==> src/tmcw_pkg.sv <==
// Shared types and constants of the text-mode console writer.
`timescale 1ns / 1ps

package tmcw_pkg;

  localparam logic [2:0] OP_PUT   = 3'd0;
  localparam logic [2:0] OP_MOVE  = 3'd1;
  localparam logic [2:0] OP_CLEAR = 3'd2;
  localparam logic [2:0] OP_EOL   = 3'd3;
  localparam logic [2:0] OP_READ  = 3'd4;

  localparam logic [7:0] CHAR_TAB     = 8'd9;
  localparam logic [7:0] CHAR_NEWLINE = 8'd10;
  localparam logic [7:0] BLANK_CHAR   = 8'd32;
  localparam logic [7:0] RESET_ATTR   = 8'd7;

  typedef enum logic [3:0] {
    ST_INIT_START,
    ST_INIT,
    ST_IDLE,
    ST_DECODE,
    ST_PUT,
    ST_FILL,
    ST_NL_FILL,
    ST_NL_ADV,
    ST_SCROLL,
    ST_READ_WAIT,
    ST_DONE
  } state_t;

  typedef enum logic [3:0] {
    CMD_NOP,
    CMD_CAPTURE,
    CMD_MOVE,
    CMD_PUT,
    CMD_FILL_EOL,
    CMD_FILL_ALL,
    CMD_FILL_STEP,
    CMD_NEXT_LINE,
    CMD_READ,
    CMD_RESULT
  } dp_op_t;

  typedef struct packed {
    dp_op_t op;
    logic   reset_attr;
  } dp_cmd_t;

  typedef struct packed {
    logic [2:0] op;
    logic       is_nl;
    logic       put_more;
    logic       wrap_last;
    logic       tab_more;
    logic       fill_last;
    logic       last_row;
    logic       out_busy;
  } dp_status_t;

endpackage

==> src/tmcw_ctrl.sv <==
// Sequencer of the console writer: decodes operations and steps the datapath.
`timescale 1ns / 1ps

module tmcw_ctrl (
  input  logic                clk,
  input  logic                rst_n,
  input  logic                in_valid,
  output logic                in_ready,
  input  tmcw_pkg::dp_status_t st,
  output tmcw_pkg::dp_cmd_t    cmd
);
  import tmcw_pkg::*;

  state_t state_r, state_nxt;

  always_ff @(posedge clk) begin
    if (!rst_n) begin
      state_r <= ST_INIT_START;
    end else begin
      state_r <= state_nxt;
    end
  end

  always_comb begin
    state_nxt      = state_r;
    cmd.op         = CMD_NOP;
    cmd.reset_attr = 1'b0;
    in_ready       = 1'b0;
    unique case (state_r)
      ST_INIT_START: begin
        cmd.op         = CMD_FILL_ALL;
        cmd.reset_attr = 1'b1;
        state_nxt      = ST_INIT;
      end
      ST_INIT: begin
        cmd.op         = CMD_FILL_STEP;
        cmd.reset_attr = 1'b1;
        if (st.fill_last) state_nxt = ST_IDLE;
      end
      ST_IDLE: begin
        in_ready = 1'b1;
        if (in_valid) begin
          cmd.op    = CMD_CAPTURE;
          state_nxt = ST_DECODE;
        end
      end
      ST_DECODE: begin
        unique case (st.op)
          OP_PUT: begin
            if (st.is_nl) begin
              cmd.op    = CMD_FILL_EOL;
              state_nxt = ST_NL_FILL;
            end else begin
              state_nxt = ST_PUT;
            end
          end
          OP_MOVE: begin
            cmd.op    = CMD_MOVE;
            state_nxt = ST_DONE;
          end
          OP_CLEAR: begin
            cmd.op    = CMD_FILL_ALL;
            state_nxt = ST_FILL;
          end
          OP_EOL: begin
            cmd.op    = CMD_FILL_EOL;
            state_nxt = ST_FILL;
          end
          OP_READ: begin
            cmd.op    = CMD_READ;
            state_nxt = ST_READ_WAIT;
          end
          default: state_nxt = ST_DONE;
        endcase
      end
      ST_PUT: begin
        cmd.op = CMD_PUT;
        if (st.wrap_last) state_nxt = ST_SCROLL;
        else if (!st.put_more) state_nxt = ST_DONE;
      end
      ST_FILL: begin
        cmd.op = CMD_FILL_STEP;
        if (st.fill_last) state_nxt = ST_DONE;
      end
      ST_NL_FILL: begin
        cmd.op = CMD_FILL_STEP;
        if (st.fill_last) state_nxt = ST_NL_ADV;
      end
      ST_NL_ADV: begin
        cmd.op    = CMD_NEXT_LINE;
        state_nxt = st.last_row ? ST_SCROLL : ST_DONE;
      end
      ST_SCROLL: begin
        cmd.op = CMD_FILL_STEP;
        if (st.fill_last) state_nxt = st.tab_more ? ST_PUT : ST_DONE;
      end
      ST_READ_WAIT: state_nxt = ST_DONE;
      ST_DONE: begin
        if (!st.out_busy) begin
          cmd.op    = CMD_RESULT;
          state_nxt = ST_IDLE;
        end
      end
      default: state_nxt = ST_INIT_START;
    endcase
  end

endmodule

==> config.mk <==
export PLATFORM = sky130hd
export DESIGN_NAME = tmcw_ctrl
export DESIGN_NICKNAME = d
export VERILOG_FILES = /design/src/tmcw_pkg.sv /design/src/tmcw_ctrl.sv
export SDC_FILE = /design/constraint.sdc
export NUM_CORES = 1
export LEC_CHECK = 0
export BUFFER_PORTS_ARGS = -buffer_cell sky130_fd_sc_hd__buf_2
export CORE_AREA = 2 2 39 41
export CTS_BUF_LIST = sky130_fd_sc_hd__clkbuf_4 sky130_fd_sc_hd__clkbuf_8
export DETAILED_ROUTE_END_ITERATION = 8
export DIE_AREA = 0 0 41 43
export PLACE_DENSITY_LB_ADDON = 0.12
export SYNTH_ARGS = -nofsm -noshare
export SYNTH_HDL_FRONTEND = slang
export SYNTH_SLANG_ARGS = --single-unit
==> constraint.sdc <==
create_clock -name clk -period 4.12 [get_ports clk]
set_input_delay 0.206 -clock clk [delete_from_list [all_inputs] [get_ports clk]]
set_output_delay 0.206 -clock clk [all_outputs]
set_load 0.01 [all_outputs]
Word-level counts from Yosys, hierarchy flattened --
Cells that the tools add are included.
Storage, ports and cells: bits in registers 4, bits of input ports 13, logic and storage cells 48
Operators by class: eq/ne operators 21, muxes and demuxes 20, reductions and logical operators 6
Operators by type and width (number):
- one-hot mux 4 bit (11 select lines) | 1
- 2-to-1 mux 4 bit | 10
- one-hot mux 4 bit (7 select lines) | 1
- one-hot mux 4 bit (5 select lines) | 1
- equality test 4 x 3 -> 1 bit, second input constant | 4
- equality test 4 bit, second input constant | 3
- != test 2 bit, second input constant | 6
- one-hot mux 4 bit (3 select lines) | 1
- equality test 4 x 2 -> 1 bit, second input constant | 2
- AND reduction 7 bit | 1
- equality test 3 x 2 -> 1 bit, second input constant | 2
- equality test 4 x 1 -> 1 bit, second input constant | 1
- logical NOT 4 bit | 1
- 2-to-1 mux 2 bit | 2
- OR reduction 2 bit | 2
- OR reduction 4 bit | 1
- equality test 3 x 1 -> 1 bit, second input constant | 1
- equality test 3 bit, second input constant | 1
- logical NOT 3 bit | 1
- 2-to-1 mux 1 bit | 3
- 2-to-1 mux 3 bit | 1
- != test 3 bit, second input constant | 1

Logic depth before layout (Yosys ltp) --
Gate-level depths: netlist (run 1).
depth in word-level cells 4, gate-level depth with buffers 6

Worst setup path after synthesis (run 1) --
No wires, ideal clock.
kind reg2reg, from register state_r[3], to register state_r[0], data arrival time 1.315 ns, data required time 4.004 ns, slack 2.689 ns, cell stages (with the launch flop) 7, path buffers 1, path through dfxtp_1 > buf_6 > clkinv_4 > and3_1 > a211oi_1 > o32a_2 > a41o_1
On the way: cells in the longest elaborated chain, start to end 3, elaborated cells on any way between the ends 20, classes of those cells eq/ne: 17; mux: 1; reduce/logical: 2
Ends and longest elaborated chain:
- from (decl) | line tmcw_ctrl.sv:14 | state_t state_r, state_nxt;
- from (signal assigned) | line tmcw_ctrl.sv:20 | state_r <= state_nxt;
- equality test 4 x 3 -> 1 bit (tied with other cells) | line tmcw_ctrl.sv:29 | unique case (state_r)
- != test 3 bit (no source line) / != test 2 bit (equally long branches)
- AND reduction 7 bit (no source line)
Parallel ways exist; a longest one is shown, timed or not. A chain may end at the register's enable or synchronous reset.

Final worst setup path (run 1) --
from register state_r[3], to register state_r[2]
The elaborated chain is that of the path after synthesis.

==> results.md, run 1 <==
* Largest family of logic cells by synthesized area: compound AO/OA/AOI/OAI gates
* Post-synth top area share at 14.5%
* Slew headroom at 56.5%
* Min Tclk post-route at about 1.9 ns
* Worst Setup End Kind: flop
* Antenna violations before repair at 0
* Status: completed
* Synth cell types at 39
* PortBufs at 18
* Crit path DAT at 2.03 ns
* Met2 WL at 661 um
* Layout cells sized above 1 at about 27%
* Area leader, netlist: dfxtp_1
* Routed Antenna Nets at 0
* Lkg Pwr at 0.269 nW
* Cell Pwr Density at 752 nW/um^2
* Core Box Area at 1380 um^2
* Clock sinks at 4
* DRC errors left at 0
* Hold-fix buffers at CTS at 0
* Layout Nets at 110
* Drt pass-1 iters at 4
* MaxCap Viol Count at 0
* Highest Clock Rate at 534 MHz
* Die X at 41 um
* Area growth, synth to finish at 16.3%
* Worst-path clk slew at about 0.030 ns
* Mux cell area share after synthesis at between 5 and 6%
* Maximum root-to-sink buffer count at 2
* Post-synthesis simple-gate area fraction at about a third
* Register area at ~80 um^2
* FILL cells at 161
* CP max FO at 17
* Avg Cell Area, Syn at 6.90 um^2
* Largest net degree at the start of global routing at 19
* Pins Over Slew Limit at 0
* Routed wl met3 at roughly 67 um
* GRT Total Usage at 18.6%
* Most used DFF post-synth: dfxtp_1
* Htree depth at 1
* Ys async rst share at 0%
* Area occupied by multi-input gates at 407 um^2
* Syn Inst Count at 80
* Post-CTS setup repair buffer count at 0
* Final setup fails at 0
* Seq cells post-synth at 4
* Adder-Cell Fraction of Synth Area at 0%
* Die height at 43 um
* EDFF count, synth at 0
* Site Rows at 14
* Sequential share of the synthesized area at 14.5%
* Final period util at 45.5%
* Post-synthesis compound-gate area fraction at 35.8%
* Global-route wire length before repair at 2.30 mm
* R2R cell count at 5
* Unrepaired setup endpoints after global routing: false
* Hold Slack at 0.306 ns
* Vias/cell at a little under 6
* Die ar. at ~1800 um^2
* Post-Syn Area at 552 um^2
* Initial Utilization at 39.9%
* Worst skew pair latency at 0.23 ns
* Top cells by area, synth: dfxtp_1 15%, mux2i_1 5.4%, nor3_1 5.4%
* Largest register FFs at 4
* Syn Nets at 93
* Crit path kind: flop to flop
* Tightest Pin Transition at between 0.6 and 0.7 ns
* DR WL/cell at 12.8 um
* CTS resizes at 0
* CTS tree: done
* Ys Warns at 0
* Vias in the first global route at about 540
* Critical path startpoint category: flop
* Peak VDD IR at 0.375 mV
* Post-layout util at a little under half
* Vias post-DR at 650
* Reg with most FFs: state_r
* Post-Route M1 WL at between 600 and 700 um
* Final clock skew at 0.00352 ns
* Biggest registers after layout: state_r (4)
* Critical Path RT at 4.27 ns
* Num CTS Buffers at 3
* Post-synth top cells: 7 x nand2_1, 7 x nor2_1, 6 x nor3_1
* Global route total overflow at 0
* Hold Violations, Final at 0
* Total Wirelength at 1.42 mm
* I/O pin count at 19
* Setup TNS at 0 ns
* Root Driver: clkbuf_4
* DRT iter0 DRCs at 11
* Hold Path Cell Cnt at 3
* GPL Wtd Cong at 0.784
* Type of the most critical hold path: input port to flop
* Diodes inserted at 0
* DP HPWL at 1.05 mm
* DR top layer: met3
* Post-Synth XOR/XNOR Area at 0%
[critical path, stage by stage, from the launching register on]
cell	delay (ns)
dfxtp_1	0.73
clkinv_4	0.17
and3_1	0.24
a211oi_1	0.22
o32a_2	0.24
mux2i_1	0.20
[logic make-up after synthesis]
kind of cell / count (synthesis)
and+or+nand+nor: 34
DFF: 4
muxes: 3
buffers and inverters: 10
AOI/OAI and AO/OA: 29
[stage by stage]
stage | instances | power, mW | setup slack [ns] | area [um^2]
2_1_floorplan | 80 | 0.371 | 2.69 | 552
3_3_place_gp | 108 | 0.437 | 2.32 | 619
3_5_place_dp | 108 | 0.434 | 2.28 | 619
4_1_cts | 111 | 0.485 | 2.24 | 642
5_1_grt | 111 | 0.529 | 2.07 | 642
6_report | 111 | 0.483 | 2.25 | 642
[where the power goes]
| part | total, mW | leakage (nW) | internal (mW) | switching (mW) |
|---|---|---|---|---|
| logic | 0.300 | 0.222 | 0.142 | 0.158 |
| registers | 0.135 | 0.0331 | 0.0575 | 0.0773 |
| clock network | 0.0476 | 0.0138 | 0.0325 | 0.0151 |
| total | 0.483 | 0.269 | 0.233 | 0.250 |
[cell type report]
cell class                 count  area share (%)
multi-input combinational     66            63.4
tap                           16            3.12
sequential                     4            12.5
inverter                       4            3.51
clock buffer                   3            3.51
timing repair buffer          18            14.0
[final timing paths]
kind / from / endpoint / slack, ns
hold / removal: rst_n / state_r[3] / 0.31
setup / recovery: state_r[3] / state_r[2] / 2.25
hold reg to reg: state_r[2] / state_r[2] / 0.66
setup reg to reg: state_r[3] / state_r[2] / 2.25
[placed cells by master (no fill, tap or decap), types with 2 or more instances in the layout]
master    synthesis  routed
inv_1             2       2
nor2_1            7       7
clkbuf_4          0       3
a22oi_1           2       2
and2_1            2       2
mux2i_1           3       3
buf_2             1      18
o21ai_0           5       5
dfxtp_1           4       4
nand2_1           7       7
nor3_1            6       6
o22ai_1           2       2
nor2b_1           3       3
nand2b_1          2       2
o21ai_1           2       2
a31oi_1           2       2
a21oi_1           5       5
[layer usage]
metal	vias up	track usage (%)
met5	-	0
met4	0	4.00
met3	0	4.71
met2	20	28.1
met1	294	25.7
li1	336	-
No activity file was read; power rests on OpenSTA's default activity.
==> run 2: changes to the inputs <==
==> constraint.sdc (replaced) <==
create_clock -name clk -period 1.7 [get_ports clk]
set_input_delay 0.085 -clock clk [delete_from_list [all_inputs] [get_ports clk]]
set_output_delay 0.085 -clock clk [all_outputs]
set_load 0.01 [all_outputs]
==> results.md, run 2 (synthesis gave the netlist of run 1 again) <==
* MaxCap Viol Count at 0 (unchanged)
* Reg with most FFs: state_r
* Cell mode on critical path: o21ai_0
* Site Rows at 14 (unchanged)
* Worst Setup End Kind: output port
* Die X at 41 um (unchanged)
* Global-route wire length before repair at 2.64 mm (+14%)
* GRT Total Usage at 21.5% (+2.9 points)
* DRC errors left at 0 (unchanged)
* Crit-path cells: buf_4, nand2b_1, nor3_1, o21ai_0, o21ai_0, buf_2
* Total Wirelength at 1.54 mm (+8.8%)
* Num CTS Buffers at 3 (unchanged)
* Buf/Inv on CP at 2 (+1)
* CTS resizes at 0 (unchanged)
* Placed Cells at 115 (+6.5%)
* Min Tclk post-route at between 1.5 and 2 ns
* Largest net degree at the start of global routing at 11 (-8)
* Die height at 43 um (unchanged)
* Lkg Pwr at 0.305 nW (+13%)
* Clock sinks at 4 (unchanged)
* Highest Clock Rate at 657 MHz
* DR WL/cell at 13.1 um (+2.4%)
* CP max stage delay at 0.42 ns (-0.31 ns)
* Status: completed
* Critical path startpoint category: flop
* Area growth, synth to finish at 25.9%
* CTS tree: done
* FILL cells at 143 (-11%)
* Vias/cell at 5.80 (-1.0%)
* Worst skew pair latency at 0.23 ns (about the same)
* Final clock skew at 0.00172 ns (-0.00180 ns)
* Vias post-DR at 684 (+5.2%)
* Htree depth at 1 (unchanged)
* Root Driver: clkbuf_4
* Finished Layout Cells at 118 (+6.3%)
* Maximum root-to-sink buffer count at 2 (unchanged)
* Unrepaired setup endpoints after global routing: false
* Tightest Pin Transition at 0.370 ns (-0.281 ns)
* Peak VDD IR at 0.765 mV (+100%)
* DRT iter0 DRCs at 21 (+10)
* Commonest cells after routing, fill and taps aside: 18 x buf_2, 7 x nand2_1, 7 x nor2_1, 7 x buf_4, 6 x nor3_1
* Hold Violations, Final at 0 (unchanged)
* Biggest registers after layout: state_r (4)
* CP delay by family, top: flip-flops
* I/O pin count at 19 (unchanged)
* Crit path DAT at 1.44 ns (-0.59 ns)
* DP HPWL at 1.25 mm (+19%)
* Slew headroom at 75.0% (+18 points)
* Layout cells sized above 1 at 32.4% (+5.0 points)
* Area occupied by multi-input gates at 407 um^2 (unchanged)
* Crit path kind: flop to output port
* Post-CTS setup repair buffer count at 0 (unchanged)
* Vias in the first global route at 643 (+19%)
* Leading cell type in the layout, fill and taps excluded: buf_2
* Global route total overflow at 0 (unchanged)
* Layout Nets at 117 (+6.4%)
* GPL Wtd Cong at 0.776 (-0.97%)
* CP max-delay cell: dfxtp_1
* Antenna violations before repair at 0 (unchanged)
* PortBufs at 18 (unchanged)
* CP max FO at 8 (-9)
* Drt pass-1 iters at 4 (unchanged)
* Cell Pwr Density at 1860 nW/um^2 (+150%)
* Setup TNS at 0 ns (unchanged)
* Initial Utilization at 39.9% (unchanged)
* Die ar. at 1760 um^2 (unchanged)
* Core Box Area at 1380 um^2 (unchanged)
* Hold-fix buffers at CTS at 0 (unchanged)
* Largest register FFs at 4 (unchanged)
* Routed Antenna Nets at 0 (unchanged)
* Pins Over Slew Limit at 0 (unchanged)
* Type of the most critical hold path: input port to flop
* Final period util at 89.6%
* Final setup fails at 0 (unchanged)
* Worst-path clk slew at 0.04 ns (about the same)
* Register area at 80.1 um^2 (unchanged)
* Diodes inserted at 0 (unchanged)
* Critical Path RT at 1.62 ns (-2.65 ns)
run 2: changes by cell type in the layout (fill, tap and decap cells not counted), sizes merged:
| cell | previous run | this run |
|---|---|---|
| buf | 18 | 25 |
run 2: path summary, 6_finish.rpt:
path | from | end | slack [ns] | depth (start not counted)
min | rst_n | state_r[2] | 0.18 | 3
min reg2reg | state_r[3] | state_r[0] | 0.62 | 2
max | state_r[3] | cmd[1] | 0.18 | 6
max reg2reg | state_r[1] | state_r[0] | 0.19 | 5
run 2: worst min-delay path: stages:
cell and delay [ns]:
buf_2 0.15, nand2_1 0.08, mux2i_1 0.05
run 2: area by class of cell:
| type | instances | area share, % |
|---|---|---|
| timing repair buffer | 25 | 20.5 |
| tap | 16 | 2.88 |
| sequential | 4 | 11.5 |
| multi-input combinational | 66 | 58.6 |
| inverter | 4 | 3.24 |
| clock buffer | 3 | 3.24 |
run 2: where the power goes:
part | total, mW | switching (mW) | internal, mW
clock | 0.118 | 0.0389 | 0.0790
combinational | 0.958 | 0.519 | 0.439
sequential | 0.216 | 0.0763 | 0.140
run 2: per-layer routing:
| metal | wire length [um] | vias to the layer above | GRT usage, % |
|---|---|---|---|
| met1 | 722 | 307 | 28.6 |
| met2 | 717 | 24 | 32.8 |
| met4 | 16 | 0 | 7.33 |
| met3 | 85 | 2 | 4.71 |
| met5 | 0 | - | 0 |
| li1 | - | 351 | - |
run 2: metrics by stage:
step | util [%] | hold WS, ns | power, mW | instance area, um^2 | setup slack [ns]
after global routing | 50.2 | 0.211 | 1.42 | 694 | 0.0269
after floorplan | - | 0.231 | 0.898 | 552 | 0.269
after global placement | 48.6 | 0.421 | 1.18 | 672 | 0.217
after CTS | 50.2 | 0.178 | 1.30 | 694 | 0.156
final | 50.2 | 0.184 | 1.29 | 694 | 0.177
after detailed placement | 48.6 | 0.421 | 1.17 | 672 | 0.188
